==> config.mk <==
export PLATFORM = sky130hd
export DESIGN_NAME = pid_inc_pos_controller
export DESIGN_NICKNAME = d
export VERILOG_FILES = /design/src/hw/rtl/pidip_pkg.sv /design/src/hw/rtl/pidip_cfg_regs.sv /design/src/hw/rtl/pidip_err_stage.sv /design/src/hw/rtl/pidip_out_stage.sv /design/src/hw/rtl/pid_inc_pos_controller.sv
export SDC_FILE = /design/constraint.sdc
export NUM_CORES = 2
export LEC_CHECK = 0
export BUFFER_PORTS_ARGS = -buffer_cell sky130_fd_sc_hd__buf_4
export CELL_PAD_IN_SITES_DETAIL_PLACEMENT = 0
export CELL_PAD_IN_SITES_GLOBAL_PLACEMENT = 1
export CORE_MARGIN = 2
export CORE_UTILIZATION = 45
export DETAILED_ROUTE_END_ITERATION = 8
export PLACE_DENSITY_LB_ADDON = 0.1
export SYNTH_ARGS = -nofsm -noshare
export SYNTH_HDL_FRONTEND = slang
export SYNTH_HIERARCHICAL = 1
export SYNTH_SLANG_ARGS = --single-unit
==> constraint.sdc <==
create_clock -name i_clk -period 12.7 [get_ports i_clk]
set_input_delay 1.905 -clock i_clk [delete_from_list [all_inputs] [get_ports i_clk]]
set_output_delay 1.905 -clock i_clk [all_outputs]
set_load 0.01 [all_outputs]
==> src/hw/rtl/pidip_pkg.sv <==
`default_nettype none

package pidip_pkg;

    localparam int SAMPLE_WIDTH   = 16;
    localparam int GAIN_FRAC_BITS = 8;
    localparam int GAIN_W         = 16;
    localparam int SUM_W          = 32;
    localparam int OUT_W          = 32;

    // error and its first difference are exact at these widths
    localparam int ERR_W   = SAMPLE_WIDTH + 1;
    localparam int DIFF_W  = ERR_W + 1;
    localparam int ITERM_W = (SUM_W > ERR_W) ? SUM_W : ERR_W;
    localparam int ACC_W   = ITERM_W + 1;

    localparam int P_W   = GAIN_W + ERR_W;
    localparam int I_W   = GAIN_W + ITERM_W;
    localparam int D_W   = GAIN_W + DIFF_W;
    localparam int RAW_W = GAIN_W + ((ITERM_W > DIFF_W) ? ITERM_W : DIFF_W) + 2;

    localparam int CFG_W     = (SAMPLE_WIDTH > GAIN_W) ? SAMPLE_WIDTH : GAIN_W;
    localparam int CFG_IDX_W = 3;

    typedef enum logic [CFG_IDX_W-1:0] {
        REG_SETPOINT = 3'd0,
        REG_GAIN_P   = 3'd1,
        REG_GAIN_I   = 3'd2,
        REG_GAIN_D   = 3'd3,
        REG_MODE     = 3'd4
    } t_reg_idx;

    typedef enum logic {
        MODE_INC = 1'b0,
        MODE_POS = 1'b1
    } t_mode;

    typedef struct packed {
        logic signed [SAMPLE_WIDTH-1:0] setpoint;
        logic signed [GAIN_W-1:0]       gain_p;
        logic signed [GAIN_W-1:0]       gain_i;
        logic signed [GAIN_W-1:0]       gain_d;
        t_mode                          mode;
    } t_cfg;

    typedef struct packed {
        logic signed [P_W-1:0] p;
        logic signed [I_W-1:0] i;
        logic signed [D_W-1:0] d;
        logic                  clip;
    } t_prod;

endpackage

`default_nettype wire

==> src/hw/rtl/pidip_cfg_regs.sv <==
`default_nettype none

module pidip_cfg_regs (
    input  wire logic                             i_clk,
    input  wire logic                             i_rst_n,
    input  wire logic                             i_cfg_valid,
    output logic                                  o_cfg_ready,
    input  wire logic [pidip_pkg::CFG_IDX_W-1:0]  i_cfg_index,
    input  wire logic [pidip_pkg::CFG_W-1:0]      i_cfg_data,
    output pidip_pkg::t_cfg                       o_cfg
);
    import pidip_pkg::*;

    t_cfg r_cfg;
    t_cfg n_cfg;

    assign o_cfg_ready = 1'b1;
    assign o_cfg       = r_cfg;

    always_comb begin
        n_cfg = r_cfg;
        if (i_cfg_valid) begin
            case (t_reg_idx'(i_cfg_index))
                REG_SETPOINT: n_cfg.setpoint = i_cfg_data[SAMPLE_WIDTH-1:0];
                REG_GAIN_P:   n_cfg.gain_p   = i_cfg_data[GAIN_W-1:0];
                REG_GAIN_I:   n_cfg.gain_i   = i_cfg_data[GAIN_W-1:0];
                REG_GAIN_D:   n_cfg.gain_d   = i_cfg_data[GAIN_W-1:0];
                REG_MODE:     n_cfg.mode     = t_mode'(i_cfg_data[0]);
                default:      n_cfg          = r_cfg;
            endcase
        end
    end

    always_ff @(posedge i_clk) begin
        if (!i_rst_n) begin
            r_cfg.setpoint <= '0;
            r_cfg.gain_p   <= '0;
            r_cfg.gain_i   <= '0;
            r_cfg.gain_d   <= '0;
            r_cfg.mode     <= MODE_INC;
        end else begin
            r_cfg <= n_cfg;
        end
    end

endmodule

`default_nettype wire

==> src/hw/rtl/pidip_err_stage.sv <==
`default_nettype none

module pidip_err_stage (
    input  wire logic                                  i_clk,
    input  wire logic                                  i_rst_n,
    input  wire pidip_pkg::t_cfg                       i_cfg,
    input  wire logic                                  i_valid,
    output logic                                       o_ready,
    input  wire logic signed [pidip_pkg::SAMPLE_WIDTH-1:0] i_feedback,
    output logic                                       o_valid,
    input  wire logic                                  i_ready,
    output pidip_pkg::t_prod                           o_prod
);
    import pidip_pkg::*;

    logic signed [ERR_W-1:0] r_last;
    logic signed [ERR_W-1:0] r_older;
    logic signed [SUM_W-1:0] r_sum;
    logic                    r_valid;
    t_prod                   r_prod;

    logic signed [ERR_W-1:0]   w_err;
    logic signed [DIFF_W-1:0]  w_diff;
    logic signed [ACC_W-1:0]   w_acc;
    logic [ACC_W-SUM_W:0]      w_acc_top;
    logic                      w_sum_clip;
    logic signed [SUM_W-1:0]   w_sum;
    logic signed [ITERM_W-1:0] w_iterm;
    logic signed [DIFF_W-1:0]  w_dterm;
    logic                      w_fire;
    t_prod                     n_prod;

    assign o_ready = !r_valid || i_ready;
    assign w_fire  = i_valid && o_ready;
    assign o_valid = r_valid;
    assign o_prod  = r_prod;

    always_comb begin
        w_err  = ERR_W'(i_cfg.setpoint) - ERR_W'(i_feedback);
        w_diff = DIFF_W'(w_err) - DIFF_W'(r_last);

        // saturating accumulate: clip when the bits above the sign disagree
        w_acc      = ACC_W'(r_sum) + ACC_W'(w_err);
        w_acc_top  = w_acc[ACC_W-1:SUM_W-1];
        w_sum_clip = !(&w_acc_top) && (|w_acc_top);
        if (w_sum_clip) begin
            w_sum = w_acc[ACC_W-1] ? {1'b1, {(SUM_W-1){1'b0}}} : {1'b0, {(SUM_W-1){1'b1}}};
        end else begin
            w_sum = w_acc[SUM_W-1:0];
        end

        if (i_cfg.mode == MODE_POS) begin
            w_iterm = ITERM_W'(w_sum);
            w_dterm = w_diff;
        end else begin
            w_iterm = ITERM_W'(r_last);
            w_dterm = DIFF_W'(r_older);
        end

        n_prod.p    = P_W'(i_cfg.gain_p) * P_W'(w_err);
        n_prod.i    = I_W'(i_cfg.gain_i) * I_W'(w_iterm);
        n_prod.d    = D_W'(i_cfg.gain_d) * D_W'(w_dterm);
        n_prod.clip = (i_cfg.mode == MODE_POS) && w_sum_clip;
    end

    always_ff @(posedge i_clk) begin
        if (!i_rst_n) begin
            r_valid <= 1'b0;
            r_last  <= '0;
            r_older <= '0;
            r_sum   <= '0;
        end else begin
            if (o_ready) begin
                r_valid <= i_valid;
            end
            if (w_fire) begin
                r_last <= w_err;
                if (i_cfg.mode == MODE_POS) begin
                    r_sum <= w_sum;
                end else begin
                    r_older <= r_last;
                end
            end
        end
    end

    always_ff @(posedge i_clk) begin
        if (w_fire) begin
            r_prod <= n_prod;
        end
    end

endmodule

`default_nettype wire

==> src/hw/rtl/pidip_out_stage.sv <==
`default_nettype none

module pidip_out_stage (
    input  wire logic                              i_clk,
    input  wire logic                              i_rst_n,
    input  wire logic                              i_valid,
    output logic                                   o_ready,
    input  wire pidip_pkg::t_prod                  i_prod,
    output logic                                   o_valid,
    input  wire logic                              i_ready,
    output logic signed [pidip_pkg::OUT_W-1:0]     o_drive,
    output logic                                   o_saturated
);
    import pidip_pkg::*;

    localparam logic signed [RAW_W-1:0] FRAC_MASK =
        RAW_W'((64'd1 << GAIN_FRAC_BITS) - 64'd1);

    logic                    r_valid;
    logic signed [OUT_W-1:0] r_drive;
    logic                    r_sat;

    logic signed [RAW_W-1:0] w_raw;
    logic signed [RAW_W-1:0] w_bias;
    logic signed [RAW_W-1:0] w_q;
    logic [RAW_W-OUT_W:0]    w_q_top;
    logic                    w_clip;
    logic signed [OUT_W-1:0] n_drive;
    logic                    n_sat;

    assign o_ready     = !r_valid || i_ready;
    assign o_valid     = r_valid;
    assign o_drive     = r_drive;
    assign o_saturated = r_sat;

    always_comb begin
        w_raw  = RAW_W'(i_prod.p) - RAW_W'(i_prod.i) + RAW_W'(i_prod.d);
        // bias negatives so the arithmetic shift rounds toward zero
        w_bias = w_raw[RAW_W-1] ? FRAC_MASK : '0;
        w_q    = (w_raw + w_bias) >>> GAIN_FRAC_BITS;

        w_q_top = w_q[RAW_W-1:OUT_W-1];
        w_clip  = !(&w_q_top) && (|w_q_top);
        if (w_clip) begin
            n_drive = w_q[RAW_W-1] ? {1'b1, {(OUT_W-1){1'b0}}} : {1'b0, {(OUT_W-1){1'b1}}};
        end else begin
            n_drive = w_q[OUT_W-1:0];
        end
        n_sat = w_clip || i_prod.clip;
    end

    always_ff @(posedge i_clk) begin
        if (!i_rst_n) begin
            r_valid <= 1'b0;
        end else if (o_ready) begin
            r_valid <= i_valid;
        end
    end

    always_ff @(posedge i_clk) begin
        if (i_valid && o_ready) begin
            r_drive <= n_drive;
            r_sat   <= n_sat;
        end
    end

endmodule

`default_nettype wire

==> src/hw/rtl/pid_inc_pos_controller.sv <==
// Discrete PID controller, incremental or positional form, signed Q8.8 gains.
//
// Configuration: write setpoint, gain_p, gain_i, gain_d and mode through the
// cfg channel (index 0 to 4, others ignored) while no sample is in flight.
// The cfg channel is always ready; a write takes effect on the next cycle.
//
// Samples: each feedback request on i_valid/o_ready yields exactly one result
// (o_drive, o_saturated) on o_valid/i_ready, in order. A sample passes an input
// register, a product register (error, state update, three gain multiplies)
// and the result register, in that order. One sample is taken every cycle while
// the receiver keeps i_ready high.
//
// When the receiver stalls, the result register holds; ready falls back
// through the stages and the input side stops once all three registers are
// full. Reset clears the valid flags, config, error history and error sum.
`default_nettype none

module pid_inc_pos_controller (
    input  wire logic                                      i_clk,
    input  wire logic                                      i_rst_n,
    input  wire logic                                      i_cfg_valid,
    output logic                                           o_cfg_ready,
    input  wire logic [pidip_pkg::CFG_IDX_W-1:0]           i_cfg_index,
    input  wire logic [pidip_pkg::CFG_W-1:0]               i_cfg_data,
    input  wire logic                                      i_valid,
    output logic                                           o_ready,
    input  wire logic signed [pidip_pkg::SAMPLE_WIDTH-1:0] i_feedback,
    output logic                                           o_valid,
    input  wire logic                                      i_ready,
    output logic signed [pidip_pkg::OUT_W-1:0]             o_drive,
    output logic                                           o_saturated
);
    import pidip_pkg::*;

    t_cfg  w_cfg;
    t_prod w_prod;
    logic  w_err_ready;
    logic  w_prod_valid;
    logic  w_out_ready;

    logic                           r_in_valid;
    logic signed [SAMPLE_WIDTH-1:0] r_in_fb;

    pidip_cfg_regs u_cfg (
        .i_clk       (i_clk),
        .i_rst_n     (i_rst_n),
        .i_cfg_valid (i_cfg_valid),
        .o_cfg_ready (o_cfg_ready),
        .i_cfg_index (i_cfg_index),
        .i_cfg_data  (i_cfg_data),
        .o_cfg       (w_cfg)
    );

    assign o_ready = !r_in_valid || w_err_ready;

    always_ff @(posedge i_clk) begin
        if (!i_rst_n) begin
            r_in_valid <= 1'b0;
        end else if (o_ready) begin
            r_in_valid <= i_valid;
        end
    end

    always_ff @(posedge i_clk) begin
        if (i_valid && o_ready) begin
            r_in_fb <= i_feedback;
        end
    end

    pidip_err_stage u_err (
        .i_clk      (i_clk),
        .i_rst_n    (i_rst_n),
        .i_cfg      (w_cfg),
        .i_valid    (r_in_valid),
        .o_ready    (w_err_ready),
        .i_feedback (r_in_fb),
        .o_valid    (w_prod_valid),
        .i_ready    (w_out_ready),
        .o_prod     (w_prod)
    );

    pidip_out_stage u_out (
        .i_clk       (i_clk),
        .i_rst_n     (i_rst_n),
        .i_valid     (w_prod_valid),
        .o_ready     (w_out_ready),
        .i_prod      (w_prod),
        .o_valid     (o_valid),
        .i_ready     (i_ready),
        .o_drive     (o_drive),
        .o_saturated (o_saturated)
    );

`ifndef ASSERT_OFF
    // input back-pressure only when every stage holds a request
    a_full_when_stalled: assert property (@(posedge i_clk) disable iff (!i_rst_n)
        !o_ready |-> (r_in_valid && w_prod_valid && o_valid))
        else $error("input stalled with an empty stage");

    // nothing appears at the output without a request in the product stage
    a_no_phantom: assert property (@(posedge i_clk) disable iff (!i_rst_n)
        (o_valid && i_ready && !w_prod_valid) |=> !o_valid)
        else $error("result appeared from an empty product stage");

    a_reset_empty: assert property (@(posedge i_clk)
        !i_rst_n |=> (!o_valid && !r_in_valid && !w_prod_valid))
        else $error("pipeline not empty after reset");
`endif

endmodule

`default_nettype wire
# --- Word-level counts from Yosys, hierarchy flattened ---
# Index checks and enable logic that the tools add are counted.
# Widths: inputs -> output; s select.
classes:
  bitwise: 1
  n_mul: 3
  n_addsub: 6
  muxes: 7
  n_eq_ne: 4
  n_reduce_logical: 27
op_table:
  columns: ["operator", "n"]
  rows:
  - ["$mux 32", 5]
  - ["$add 49x34->50", 1]
  - ["$add 50x50->50", 1]
  - ["$sub 33x48->49", 1]
  - ["$mul 16x32->48", 1]
  - ["$mul 16x18->34", 1]
  - ["$add 32x17->33", 1]
  - ["$mul 16x17->33", 1]
  - ["$mux 18", 1]
  - ["$sub 17x17->18", 1]
  - ["$sub 16x16->17", 1]
  - ["$reduce_and 2->1", 8]
  - ["$reduce_and 11->1", 1]
  - ["$reduce_or 11->1", 1]
  - ["$mux 8", 1]
  - ["$eq 3x2->1 const B", 2]
  - ["$logic_and 1x1->1", 6]
  - ["$logic_not 1->1", 5]
  - ["$logic_or 1x1->1", 4]
  - ["$eq 3x1->1 const B", 1]
  - ["$eq 3x3->1 const B", 1]
  - ["$logic_not 3->1", 1]
  - ["$reduce_or 2->1", 1]
  - ["$not 1->1", 1]
totals:
  register_bits: 299
  out_inout_bits: 36
  elab_cells: 66
  inputBits: 40

# --- Longest topological paths before layout ---
depth:
  depth_word: 8
  mapped_depth: 51
  mapped_depth_nobuf: 46

# --- Hierarchy ---
# Netlist, hierarchy kept.
by_module_without_submodules:
  columns: ["module", "cells_each", "n_inst", "area_each_um2", "seq_area_each_um2"]
  rows:
  - ["pidip_err_stage", 5283, 1, 48751.8, 4824.6]
  - ["pidip_out_stage", 1026, 1, 7752.4, 1011.0]
  - ["pidip_cfg_regs", 235, 1, 2461.1, 1301.2]
  - ["pid_inc_pos_controller", 21, 1, 538.0, 500.5]

# --- Worst setup path after synthesis ---
# Ideal clock, no wire load.
synth_path:
  path_type: "reg-to-reg"
  from: "register u_cfg.r_cfg (netlist bit u_cfg/o_cfg[49])"
  to: "register u_err.r_prod (netlist bit u_err/o_prod[81]) (data pin)"
  synth_period_minus_slack_ns: 11.812
  stages_incl_launch_ff: 48
  required_ns: 12.442
  setup_time_ns: 0.258
  arrival_time_ns: 11.555
  path_buffers: 3
  setup_slack_ns: 0.888
  path_cell_list: "dfxtp_1 inv_1 ha_1 inv_1 fa_1 a21o_1 a21oi_1 o21ai_0 a21oi_1 o21bai_1 a41oi_1 a221oi_1 a31oi_1 clkbuf_1 ha_1 and3_1 and2_1 a221oi_1 [12 not listed] fa_1 inv_1 fa_1 fa_1 inv_1 fa_1 inv_1 ha_1 and3_1 a221o_1 a211oi_1 a21oi_1 o311ai_0 a21boi_0 a311oi_1 o31ai_1 a21oi_1 xnor2_1"
synth_rtl:
  columns: ["item", "line", "source"]
  rows:
  - ["from (decl)", "pidip_cfg_regs.sv:14", "t_cfg r_cfg;"]
  - ["from (signal assigned)", "pidip_cfg_regs.sv:42", "r_cfg <= n_cfg;"]
  - ["to (signal assigned)", "pidip_err_stage.sv:89", "r_prod <= n_prod;"]
  - ["to (decl)", "pidip_err_stage.sv:20", "t_prod r_prod;"]

==> flow_summary.yaml <==
status:
  status: "completed"
pwr:
  ir_drop_mv: 0.0762
  pwr_density_cell_nw_per_um2: 63.1
  total_leakage_power_nw: 28.9
timing:
  period_share_pct: 95.1
  tightest_slew_ps: 1210
  period_minus_slack_ps: 12080
  worst_clock_skew_ps: 19.3
  setup_ws_ps: 621
  hold_viol_final: 0
  slew_viol_final: 0
  setup_viol: 0
  fmax_mhz: 82.8
  setup_tns_ps: 0
  slew_headroom_pct: 19.4
critical_path:
  regToRegSetupSlack_ps: 620
  path_class: "flip-flop to flip-flop"
  cpMostUsedCell: "fa_1"
  crit_required_ps: 13020
  worst-path-max-fanout: 15
  start_kind: "flip-flop"
  max_stage_delay_ps: 550
  crit_slowest_cell: "fa_1"
  worstSetupEndpointType: "flip-flop"
  worst-endpoint-arrival_ps: 12400
final_layout:
  stdcell_count: 8315
  fin_nets: 8075
  area_delta_synth_final_pct: 6.58
  drive_above_1_share_pct: 5.96
  design_area_um2: 63400
die:
  start_util_pct: 45.3
  rows: 133
  die_w_um: 368
  die-area_um2: 135000
  num_io_pins: 76
  die_y_um: 368
  core_area_um2: 131000
detailed_routing:
  first_pass_iters: 7
  drt_iter0_markers: 3123
  drtAntennaViolNets: 0
  vias: 45000
  routed_wl_um: 182000
  route.detailed.drc: 0
  vias_per_cell: 5.41
  avgRoutedWirePerCell_um: 21.9
yosys:
  synthArstFlopShare_pct: 0
  synth_top_flop_cell: "edfxtp_1"
  synthCells: 6565
  ys_ff_latch: 299
  syn_nets: 8109
  ys_types: 112
  syn_area_per_cell_um2: 9.06
  netlist_area_um2: 59500
  ys_seq_area_share_pct: 12.8
  synth_warnings: 6
  synth_edf_count: 165
flow_run:
  maxCapViolCount: 0
place:
  portBuffers: 74
  place_inst: 8247
  place_worst_setup_slack_ps: 221
  dpl_cell_area_um2: 62100
  dp_hpwl_um: 146000
  place_congestion: 0.923
global_route:
  grt_pass1_wl_um: 284000
  use_met2_pct: 43.9
  grt_remaining_overflow: 0
  met1_usage_pct: 39.4
  use_met3_pct: 3.93
  grt_max_degree: 92
  grt_pass1_vias: 46900
  antenna_found_initial: 13
  grt_use_total_pct: 27.6
  grt_busiest_layer: "met2"
clock_tree:
  clkTransAtPathRegs_ps: 60
  holdBufCountCts: 0
  insertion_delay_ps: 580
  clkSinkCount: 299
  numCtsBuffers: 37
  max-clock-path-buffers: 3
  cts_tree: "built"
  clockRootBuffer: "clkbuf_16"
  h-tree-depth: 2
worst_hold_path:
  hold_class: "flip-flop to flip-flop"
-- cells by family (layout without fill, tap and decap cells) --
family	Yosys count	count (layout)	synth area share, %
buffers and inverters	1635	1629	10.6
adder cells (fa/ha/maj)	1506	1506	45.6
AO/OA/AOI/OAI	1004	1004	11.4
multiplexers	79	79	1.35
other	1	2	0.00630
AND/OR/NAND/NOR	1818	1818	14.9
flip-flops	299	299	12.8
XOR/XNOR	223	223	3.28
-- layout make-up --
cell class | instances | area [um^2]
antenna | 1 | 2.50
clock buffer | 50 | 1040
clock inverter | 17 | 179
fill | 12600 | 67900
inverter | 1363 | 5120
multi-input combinational | 4631 | 45700
sequential | 299 | 7650
tap | 1755 | 2200
timing repair buffer | 199 | 1490
-- state kept, by name, summed over array words and instances, names as in the netlist --
signal / count
u_err/o_prod: 116
u_cfg/o_cfg: 65
u_err/r_sum: 32
u_out/o_drive: 32
u_err/r_last: 17
u_err/r_older: 17
r_in_fb: 16
r_in_valid: 1
u_err/o_valid: 1
u_out/o_saturated: 1
u_out/o_valid: 1
-- layout by cell type (no fill, tap or decap), drive strengths merged, types with 63 or more instances in the layout --
cell	n
inv	1365
fa	1103
nand2	791
ha	401
and2	339
o21ai	238
a21oi	216
buf	199
nor2	197
edfxtp	165
xnor2	160
dfxtp	134
a21boi	104
a21o	86
nor2b	85
nand3	73
mux2i	70
nand2b	69
nor3	64
xor2	63
-- worst max-delay path: cells and delay by family, from the launching register on --
kind,cells,cell delay [ps]
AOI/OAI and AO/OA,22,4990
xor gates and xnor gates,1,80
adders and majority gates,10,4200
buffers and inverters,11,1390
DFF,1,310
and+or+nand+nor,4,800
-- Yosys cell counts, drive strengths merged, types with 10 or more instances --
cell | number | area, um^2
nand3 | 73 | 370
clkbuf | 196 | 737
o311ai | 10 | 87.6
nand2b | 69 | 439
and3 | 39 | 244
dfxtp | 134 | 2680
fa | 1103 | 22100
and2 | 339 | 2120
o211ai | 39 | 298
a211oi | 28 | 230
mux2i | 70 | 701
nor2 | 197 | 739
a21oi | 216 | 1110
and4 | 16 | 140
o21bai | 24 | 180
a22o | 30 | 270
nand2 | 791 | 2970
buf | 76 | 473
o21a | 56 | 420
or2 | 34 | 213
a31o | 10 | 87.6
or3 | 21 | 136
xnor2 | 160 | 1400
nor2b | 85 | 532
o21ai | 238 | 1240
inv | 1362 | 5110
nand4 | 40 | 250
a211o | 13 | 114
nor4 | 14 | 87.6
nor3 | 64 | 325
a31oi | 30 | 188
a21boi | 104 | 785
a21o | 86 | 646
o31ai | 18 | 159
ha | 401 | 5020
edfxtp | 165 | 4950
xor2 | 63 | 552
-- power by group --
part / internal [mW] / leakage [nW] / switching (mW)
registers: 1.09 / 2.65 / 0.0416
logic: 0.613 / 25.7 / 1.16
clock network: 0.637 / 0.587 / 0.450
-- per-layer routing --
layer | vias up | part of all wire [%] | wire length (um)
met2 | 1329 | 45 | 82600
met3 | 223 | 6.1 | 11200
li1 | 20600 | - | -
met5 | - | 0.045 | 82
met4 | 12 | 2.8 | 5140
met1 | 22900 | 46 | 83300
-- per-stage QoR --
| step | hold slack (ps) | utilization [%] | total power, mW |
|---|---|---|---|
| detailed placement | 448 | 47.3 | 2.91 |
| floorplan | 433 | - | 2.36 |
| finish | 454 | 48.3 | 4.00 |
| global placement | 443 | 47.3 | 2.90 |
| global route | 475 | 48.3 | 4.25 |
| CTS | 456 | 48.2 | 4.02 |
-- repair_timing --
item | CTS | global route
endpoints found under the setup margin | 0 | 14
setup buffers | 0 | 0
resized for setup | 0 | 16
-- final timing paths --
path / start / endpoint / cells after the start
worst max-delay path: u_cfg/o_cfg[49] / u_err/o_prod[77] / 48
worst min-delay path: u_cfg/o_cfg[29] / u_cfg/o_cfg[29] / 2
worst min register to register: u_cfg/o_cfg[29] / u_cfg/o_cfg[29] / 2
worst max register to register: u_cfg/o_cfg[49] / u_err/o_prod[77] / 48
Note: power is estimated with default switching activity, not from simulation.
